`src/hdl/lgts_pkg.sv`:
```
// ----------------------------------------------------------------------------
// lgts_pkg
// Shared types and constants of the Gibbs topic sampler: field widths,
// operation codes, register indexes, controller states, command and status.
// ----------------------------------------------------------------------------
package lgts_pkg;

  localparam int unsigned OP_W       = 2;
  localparam int unsigned WORD_W     = 12;
  localparam int unsigned TOPIC_W    = 6;
  localparam int unsigned PHI_W      = 16;
  localparam int unsigned DRAW_W     = 16;
  localparam int unsigned ALPHA_W    = 16;
  localparam int unsigned NTOP_W     = 7;
  localparam int unsigned CFG_IDX_W  = 8;
  localparam int unsigned CFG_DATA_W = 16;
  localparam int unsigned MCNT_W     = 4;

  localparam logic [ALPHA_W-1:0] ALPHA_RESET = 16'd128;
  localparam logic [NTOP_W-1:0]  NTOP_RESET  = 7'd64;

  localparam logic [CFG_IDX_W-1:0] CFG_ALPHA  = 8'd0;
  localparam logic [CFG_IDX_W-1:0] CFG_TOPICS = 8'd1;

  typedef enum logic [OP_W-1:0] {
    OP_LOAD     = 2'd0,
    OP_CLEAR    = 2'd1,
    OP_ADD      = 2'd2,
    OP_RESAMPLE = 2'd3
  } op_e;

  typedef enum logic [3:0] {
    ST_CLEAR,
    ST_IDLE,
    ST_PHI_WR,
    ST_DEC_RD,
    ST_DEC_WR,
    ST_SCORE,
    ST_MUL,
    ST_SEL,
    ST_INC_RD,
    ST_INC_WR
  } state_e;

  typedef struct packed {
    logic accept;
    logic phi_wr;
    logic clear_step;
    logic dec_rd;
    logic dec_wr;
    logic score_issue;
    logic mul_step;
    logic sel_issue;
    logic inc_wr;
  } cmd_t;

  typedef struct packed {
    logic clear_last;
    logic score_done;
    logic mul_last;
    logic target_zero;
    logic sel_done;
  } sts_t;

endpackage

```
`src/hdl/lgts_ctrl.sv`:
```
// ----------------------------------------------------------------------------
// lgts_ctrl
// Sequencer of the topic sampler: steps the datapath through clearing,
// phi loads, count updates and the score, scale and select passes.
// ----------------------------------------------------------------------------
module lgts_ctrl (
  input  logic                        clk_i,
  input  logic                        rst_ni,
  input  logic                        start_i,
  input  logic [lgts_pkg::OP_W-1:0]   op_i,
  input  lgts_pkg::sts_t              sts_i,
  output lgts_pkg::cmd_t              cmd_o,
  output logic                        busy_o
);

  lgts_pkg::state_e state_q, state_d;

  always_ff @(posedge clk_i or negedge rst_ni) begin
    if (!rst_ni) begin
      state_q <= lgts_pkg::ST_CLEAR;
    end else begin
      state_q <= state_d;
    end
  end

  // next state
  always_comb begin
    state_d = state_q;
    case (state_q)
      lgts_pkg::ST_CLEAR: begin
        if (sts_i.clear_last) state_d = lgts_pkg::ST_IDLE;
      end
      lgts_pkg::ST_IDLE: begin
        if (start_i) begin
          case (lgts_pkg::op_e'(op_i))
            lgts_pkg::OP_LOAD:     state_d = lgts_pkg::ST_PHI_WR;
            lgts_pkg::OP_CLEAR:    state_d = lgts_pkg::ST_CLEAR;
            lgts_pkg::OP_ADD:      state_d = lgts_pkg::ST_INC_RD;
            lgts_pkg::OP_RESAMPLE: state_d = lgts_pkg::ST_DEC_RD;
            default:               state_d = lgts_pkg::ST_IDLE;
          endcase
        end
      end
      lgts_pkg::ST_PHI_WR: state_d = lgts_pkg::ST_IDLE;
      lgts_pkg::ST_DEC_RD: state_d = lgts_pkg::ST_DEC_WR;
      lgts_pkg::ST_DEC_WR: state_d = lgts_pkg::ST_SCORE;
      lgts_pkg::ST_SCORE: begin
        if (sts_i.score_done) state_d = lgts_pkg::ST_MUL;
      end
      lgts_pkg::ST_MUL: begin
        if (sts_i.mul_last) state_d = lgts_pkg::ST_SEL;
      end
      lgts_pkg::ST_SEL: begin
        if (sts_i.target_zero || sts_i.sel_done) state_d = lgts_pkg::ST_INC_RD;
      end
      lgts_pkg::ST_INC_RD: state_d = lgts_pkg::ST_INC_WR;
      lgts_pkg::ST_INC_WR: state_d = lgts_pkg::ST_IDLE;
      default:             state_d = lgts_pkg::ST_IDLE;
    endcase
  end

  // commands
  always_comb begin
    cmd_o  = '0;
    busy_o = 1'b1;
    case (state_q)
      lgts_pkg::ST_CLEAR: cmd_o.clear_step = 1'b1;
      lgts_pkg::ST_IDLE: begin
        busy_o       = 1'b0;
        cmd_o.accept = start_i;
      end
      lgts_pkg::ST_PHI_WR: cmd_o.phi_wr      = 1'b1;
      lgts_pkg::ST_DEC_RD: cmd_o.dec_rd      = 1'b1;
      lgts_pkg::ST_DEC_WR: cmd_o.dec_wr      = 1'b1;
      lgts_pkg::ST_SCORE:  cmd_o.score_issue = 1'b1;
      lgts_pkg::ST_MUL:    cmd_o.mul_step    = 1'b1;
      lgts_pkg::ST_SEL:    cmd_o.sel_issue   = 1'b1;
      lgts_pkg::ST_INC_RD: cmd_o             = '0;
      lgts_pkg::ST_INC_WR: cmd_o.inc_wr      = 1'b1;
      default:             cmd_o             = '0;
    endcase
  end

endmodule

```
`config.mk`:
```
export PLATFORM = sky130hd
export DESIGN_NAME = lgts_ctrl
export DESIGN_NICKNAME = d
export VERILOG_FILES = /design/src/hdl/lgts_pkg.sv /design/src/hdl/lgts_ctrl.sv
export SDC_FILE = /design/constraint.sdc
export NUM_CORES = 1
export LEC_CHECK = 0
export BUFFER_PORTS_ARGS = -buffer_cell sky130_fd_sc_hd__buf_4
export CORE_AREA = 3 3 40 42
export DETAILED_ROUTE_END_ITERATION = 8
export DIE_AREA = 0 0 43 45
export PLACE_DENSITY = 0.62
export SETUP_SLACK_MARGIN = 0.5
export SYNTH_ARGS = -nofsm -noshare
export SYNTH_HDL_FRONTEND = slang
export SYNTH_SLANG_ARGS = --single-unit
export TNS_END_PERCENT = 1
```
`constraint.sdc`:
```
create_clock -name clk_i -period 1.6 [get_ports clk_i]
set_input_delay 0.4 -clock clk_i [delete_from_list [all_inputs] [get_ports clk_i]]
set_output_delay 0.4 -clock clk_i [all_outputs]
set_load 0.01 [all_outputs]
```
==> results.json, run 1 <==
{
  "placed_cells": 86,
  "leakage_uw": 0.000317,
  "drtIter0Drc": 6,
  "path_cells": "nand2b_4 > or3_4 > nor2_4 > buf_6",
  "largest-register": "state_q",
  "ir_drop_uv": 734,
  "setup_viol": 6,
  "timing.reg2reg.setup_slack_ns": 0.02,
  "grt_max_degree": 13,
  "reg2reg_from": "state_q[1]",
  "synth_xor_area_frac": 0,
  "initial_core_util": 0.326,
  "clkLatencyLatePin_ns": 0.24,
  "die_height_um": 45,
  "antenna_found_initial": 0,
  "holdPathStages": 4,
  "netSwitchingPower_uw": 565,
  "clock_sinks": 4,
  "wl_per_cell_um": 13.2,
  "reg2regPathDepth": 6,
  "ys_seq_elements": 4,
  "async_reset_ff_frac": 1.00,
  "outcome": "complete, but fails checks",
  "violations": "negative setup slack",
  "grt_pass1_wl_um": 1890,
  "ys_types": 26,
  "clockRootBuffer": "clkbuf_4",
  "p_per_area_nw_per_um2": 1830,
  "io_pins": 20,
  "fin_crit_sh": 1.07,
  "critPathKind": "flip-flop to output pin",
  "first_pass_iters": 4,
  "nets": 92,
  "startpoint": "state_q[1]",
  "cp_slowest_stage_delay_ns": 0.39,
  "top_regs": "state_q: 4 flops",
  "synth-simple-area-share": 0.358,
  "numPortBuffers": 19,
  "synthToLayoutAreaGrowth_pct": 68.4,
  "vias": 488,
  "gp_congestion": 0.809,
  "rsz0062_at_grt": "yes",
  "hold_slack_ns": 0.481,
  "synth_area_leader_cell": "dfrtp_1",
  "pwr-share-clk": 0.100,
  "design_area_um2": 706,
  "worst_slew_pin_slew_ns": 0.321,
  "fmax_ghz": 0.582,
  "combPwrFrac": 0.731,
  "ant_nets": 0,
  "drc": 0,
  "grt_overflow": 0,
  "cts_buffers": 3,
  "drt-vias-per-instance": 5.25,
  "post-route-min-period_ns": 1.72,
  "drv_slew": 0,
  "reg2reg_to": "state_q[0]",
  "cts_max_level": 1,
  "hold_viol_final": 0,
  "synthTopCellsByCount": "nor2_1, nor3_1, dfrtp_1, inv_1, o21ai_0",
  "drt-total-wl_um": 1230,
  "cp_data_required_time_ns": 1.20,
  "grt_pass1_vias": 423,
  "synth_top_family_by_area": "simple AND/OR/NAND/NOR gates",
  "syn_nets": 62,
  "slew_headroom": 0.784,
  "internal_power_uw": 726,
  "ys_top_cells_by_area": "dfrtp_1, nor3_1, ha_1, buf_6, nor2_1",
  "hold_path_class": "primary input to flip-flop",
  "multi_input_area_um2": 304,
  "postLayoutCoreUtil": 0.549,
  "p_seq_frac": 0.169,
  "finalNonFillerCells": 93,
  "cap_violations": 0,
  "synthAdderAreaFrac": 0.0597,
  "seqCellArea_um2": 101,
  "switching_share": 0.438,
  "largest_register_ffs": 4,
  "synth_mux_area_frac": 0,
  "finClkSkew_ns": 0.00213,
  "yosysWarnings": 0,
  "hpwl_um": 870,
  "placed_area_um2": 601,
  "start_kind": "flip-flop",
  "tritoncts": "yes",
  "synth_cells": 50,
  "cpMaxStageDelayCell": "dfrtp_1",
  "worstPathMaxFanout": 2,
  "end_kind": "output pin",
  "synth_ff_type": "dfrtp_1",
  "drive_gt1_frac": 0.603,
  "min_to": "state_q[2]",
  "yosysTopAreaCellShare": 0.239,
  "fillers": 123,
  "synth-compound-area-share": 0.218,
  "layout_setup_ws_ns": -0.118,
  "power_uw": 1290,
  "die_x_um": 43,
  "worst_ep_arrival_time_ns": 1.32,
  "synth-seq-area-share": 0.239,
  "min_from": "sts_i[1]",
  "synth_edf_count": 0,
  "num_rows": 13,
  "core-area_um2": 1280,
  "dieArea_um2": 1940,
  "clkTransAtPathRegs_ns": 0.04,
  "syn_area_um2": 419,
  "diodes": 0,
  "avgSynthCellArea_um2": 8.38,
  "grt_use_total": 0.134,
  "ctsLongestPathBuffers": 2
}
## logic make-up (layout without fill, tap and decap cells)
kind of cell             after synthesis  count (layout)
flip-flops                             4               4
AND/OR/NAND/NOR                       25              25
AO/OA/AOI/OAI                         11              11
adder cells (fa/ha/maj)                2               2
buffers and inverters                  8              36
## power by group through the flow
stage          Combinational, µW  Sequential (µW)  Clock [µW]
2_1_floorplan                534              194           0
3_3_place_gp                 785              207           0
4_1_cts                      821              215         128
6_report                     943              219         129
5_1_grt                     1020              227         137
3_5_place_dp                 783              206           0
## stage by stage
step	setup TNS, ns	worst slack (ns)
floorplan	0	0.152
global placement	0	0.121
detailed placement	0	0.0833
CTS	-0.531	-0.128
global route	-0.880	-0.154
finish	-0.396	-0.118
## metal layers
metal  wire (µm)  GRT usage  share of wire
met2         678      0.228           0.55
met4          10     0.0904         0.0081
met5           0          0              0
met1         479      0.151           0.39
met3          59     0.0279          0.048
## how the worst max path moves through the flow
stage | cells after the start | to | slack, ns
4_1_cts | 4 | cmd_o[8] | -0.13
3_5_place_dp | 4 | cmd_o[8] | 0.08
2_1_floorplan | 3 | cmd_o[8] | 0.15
5_1_grt | 4 | cmd_o[8] | -0.15
3_3_place_gp | 4 | cmd_o[8] | 0.12
6_report | 4 | cmd_o[8] | -0.12
## timing repair
action	CTS	global route
buffers inserted	0	3
hold buffers	1	0
setup endpoints to repair	14	14
hold endpoints to repair	4	0
gates resized for setup	4	6
pin swaps	2	2
## cells in the final DEF (no fill, tap or decap), types with 2 or more instances in the layout
cell type   n
nor3_2      3
nor2_2      2
buf_4      24
inv_1       4
clkbuf_4    3
o21ai_0     4
nor2_1      4
buf_6       3
ha_1        2
nor4_1      2
dfrtp_1     3
nor3_1      3
or3_4       2
a21oi_1     2
## cell type report
class / count / share of cell area
Tap cell: 15 / 0.0266
Sequential cell: 4 / 0.144
Clock buffer: 3 / 0.0319
Multi-Input combinational cell: 38 / 0.431
Inverter: 4 / 0.0213
Timing Repair Buffer: 29 / 0.346
## worst max-delay path, delay by kind of cell, from the launching register on
kind	cells	cell delay (ns)
buffers and inverters	1	0.10
flip-flops	1	0.39
AND/OR/NAND/NOR	3	0.60
Power figures use the tool's default switching activity.
==> run 2, diff against run 1 <==
==> constraint.sdc (replaced) <==
create_clock -name clk_i -period 2.2 [get_ports clk_i]
set_input_delay 0.55 -clock clk_i [delete_from_list [all_inputs] [get_ports clk_i]]
set_output_delay 0.55 -clock clk_i [all_outputs]
set_load 0.01 [all_outputs]
==> run 2 against run 1 <==
  * The run now ends clean
  * Critical path depth grew 1
  * Setup slack gained 0.42 ns
  * Via count is 8.6% lower
  * Sequential share of layout area increased by 1.9 points
  * Global-route usage down 2.4 points
  * Routed wire length is 14% lower
  * Critical path type unchanged
  * Largest cell class unchanged
  * Largest power group unchanged
==> results.json, run 2 (synthesized netlist as in run 1, its figures left out) <==
{
  "clock_sinks": 4,
  "ctsLongestPathBuffers": 2,
  "ant_nets": 0,
  "top_regs": "state_q: 4 flops",
  "leakage_uw": 0.000288,
  "ir_drop_uv": 420,
  "synthToLayoutAreaGrowth_pct": 50.4,
  "fmax_ghz": 0.528,
  "numPortBuffers": 19,
  "drt-total-wl_um": 1050,
  "hold_path_class": "primary input to async pin",
  "grt_pass1_vias": 404,
  "worst_ep_arrival_time_ns": 1.35,
  "p_per_area_nw_per_um2": 1310,
  "finClkSkew_ns": 0.00506,
  "pwr-share-clk": 0.105,
  "wl_per_cell_um": 11.8,
  "seqCellArea_um2": 103,
  "internal_power_uw": 464,
  "initial_core_util": 0.326,
  "cts_buffers": 3,
  "p_seq_frac": 0.214,
  "rsz0062_at_grt": "yes",
  "setup_viol": 0,
  "final_cell_mix": "buf_4, nor2_1, nor3_1",
  "worstPathMaxFanout": 4,
  "hold_slack_ns": 0.107,
  "largest-register": "state_q",
  "cts_max_level": 1,
  "combPwrFrac": 0.681,
  "worst_slew_pin_slew_ns": 0.324,
  "largest_register_ffs": 4,
  "fin_tns_setup_ns": 0,
  "gp_congestion": 0.759,
  "tritoncts": "yes",
  "drtIter0Drc": 8,
  "dieArea_um2": 1940,
  "fillers": 126,
  "die_x_um": 43,
  "end_kind": "output pin",
  "num_rows": 13,
  "drive_gt1_frac": 0.527,
  "post-route-min-period_ns": 1.90,
  "multi_input_area_um2": 277,
  "clockRootBuffer": "clkbuf_4",
  "io_pins": 20,
  "antenna_found_initial": 0,
  "cp_data_required_time_ns": 1.65,
  "first_pass_iters": 4,
  "outcome": "completed",
  "drc": 0,
  "postLayoutCoreUtil": 0.491,
  "critPathKind": "flip-flop to output pin",
  "grt_use_total": 0.110,
  "vias": 446,
  "drv_slew": 0,
  "hold_viol_final": 0,
  "cap_violations": 0,
  "grt_max_degree": 13,
  "drt-vias-per-instance": 5.01,
  "netSwitchingPower_uw": 362,
  "clkLatencyLatePin_ns": 0.23,
  "start_kind": "flip-flop",
  "grt_pass1_wl_um": 1620,
  "die_height_um": 45,
  "switching_share": 0.438,
  "diodes": 0,
  "hpwl_um": 794,
  "nets": 88,
  "final_common_cell": "buf_4",
  "core-area_um2": 1280,
  "slew_headroom": 0.783,
  "hold_buffers": 0,
  "clkTransAtPathRegs_ns": 0.04,
  "grt_overflow": 0,
  "fin_crit_sh": 0.861
}
## run 2: critical path: stages, from the launching register on
cell and delay [ns]:
dfrtp_2 0.39, buf_6 0.12, nand2b_4 0.06, or3_4 0.33, nor2_1 0.09, buf_4 0.12
## run 2: power by group through the flow
stage                     clock, µW  combinational, µW  sequential (µW)
after detailed placement          0                490              175
after CTS                      90.8                558              172
after floorplan                   0                375              141
final                          87.1                562              177
after global placement            0                489              179
after global routing           94.3                613              184
## run 2: per-stage QoR
step / setup WS [ns] / instance area (µm²) / instances / total power, µW
floorplan: 0.523 / 419 / 50 / 516
global placement: 0.453 / 566 / 83 / 668
detailed placement: 0.422 / 566 / 83 / 664
CTS: 0.312 / 627 / 89 / 821
global route: 0.236 / 631 / 89 / 891
finish: 0.305 / 631 / 89 / 826
## run 2: repair_timing
action,CTS,global route
endpoints found under the setup margin,10,10
gates resized for setup,5,1
pin swaps,0,0
buffers inserted,3,0
cloned,0,0
## run 2: routing by layer
metal | up-vias | part of all wire | global-route usage
met3 | 0 | 0.065 | 0.0319
li1 | 229 | - | -
met1 | 203 | 0.46 | 0.131
met2 | 14 | 0.48 | 0.192
met5 | - | 0 | 0
met4 | 0 | 0 | 0.0361
## run 2: cell type report
class | count | area share
inverters | 4 | 0.0238
repair buffers | 25 | 0.310
clock buffers | 3 | 0.0357
multi-input cells | 38 | 0.438
flip-flops and latches | 4 | 0.163
well taps | 15 | 0.0298
## run 2: final timing paths
kind,start,end,slack (ns),depth (start not counted)
setup / recovery,state_q[0],cmd_o[8],0.30,5
hold / removal,rst_ni,state_q[3],0.11,1
setup reg to reg,state_q[2],state_q[0],0.75,4
hold reg to reg,state_q[3],state_q[1],0.61,1
max in group asynchronous,rst_ni,state_q[0],1.98,1
min in group clk_i,state_q[3],state_q[1],0.61,1
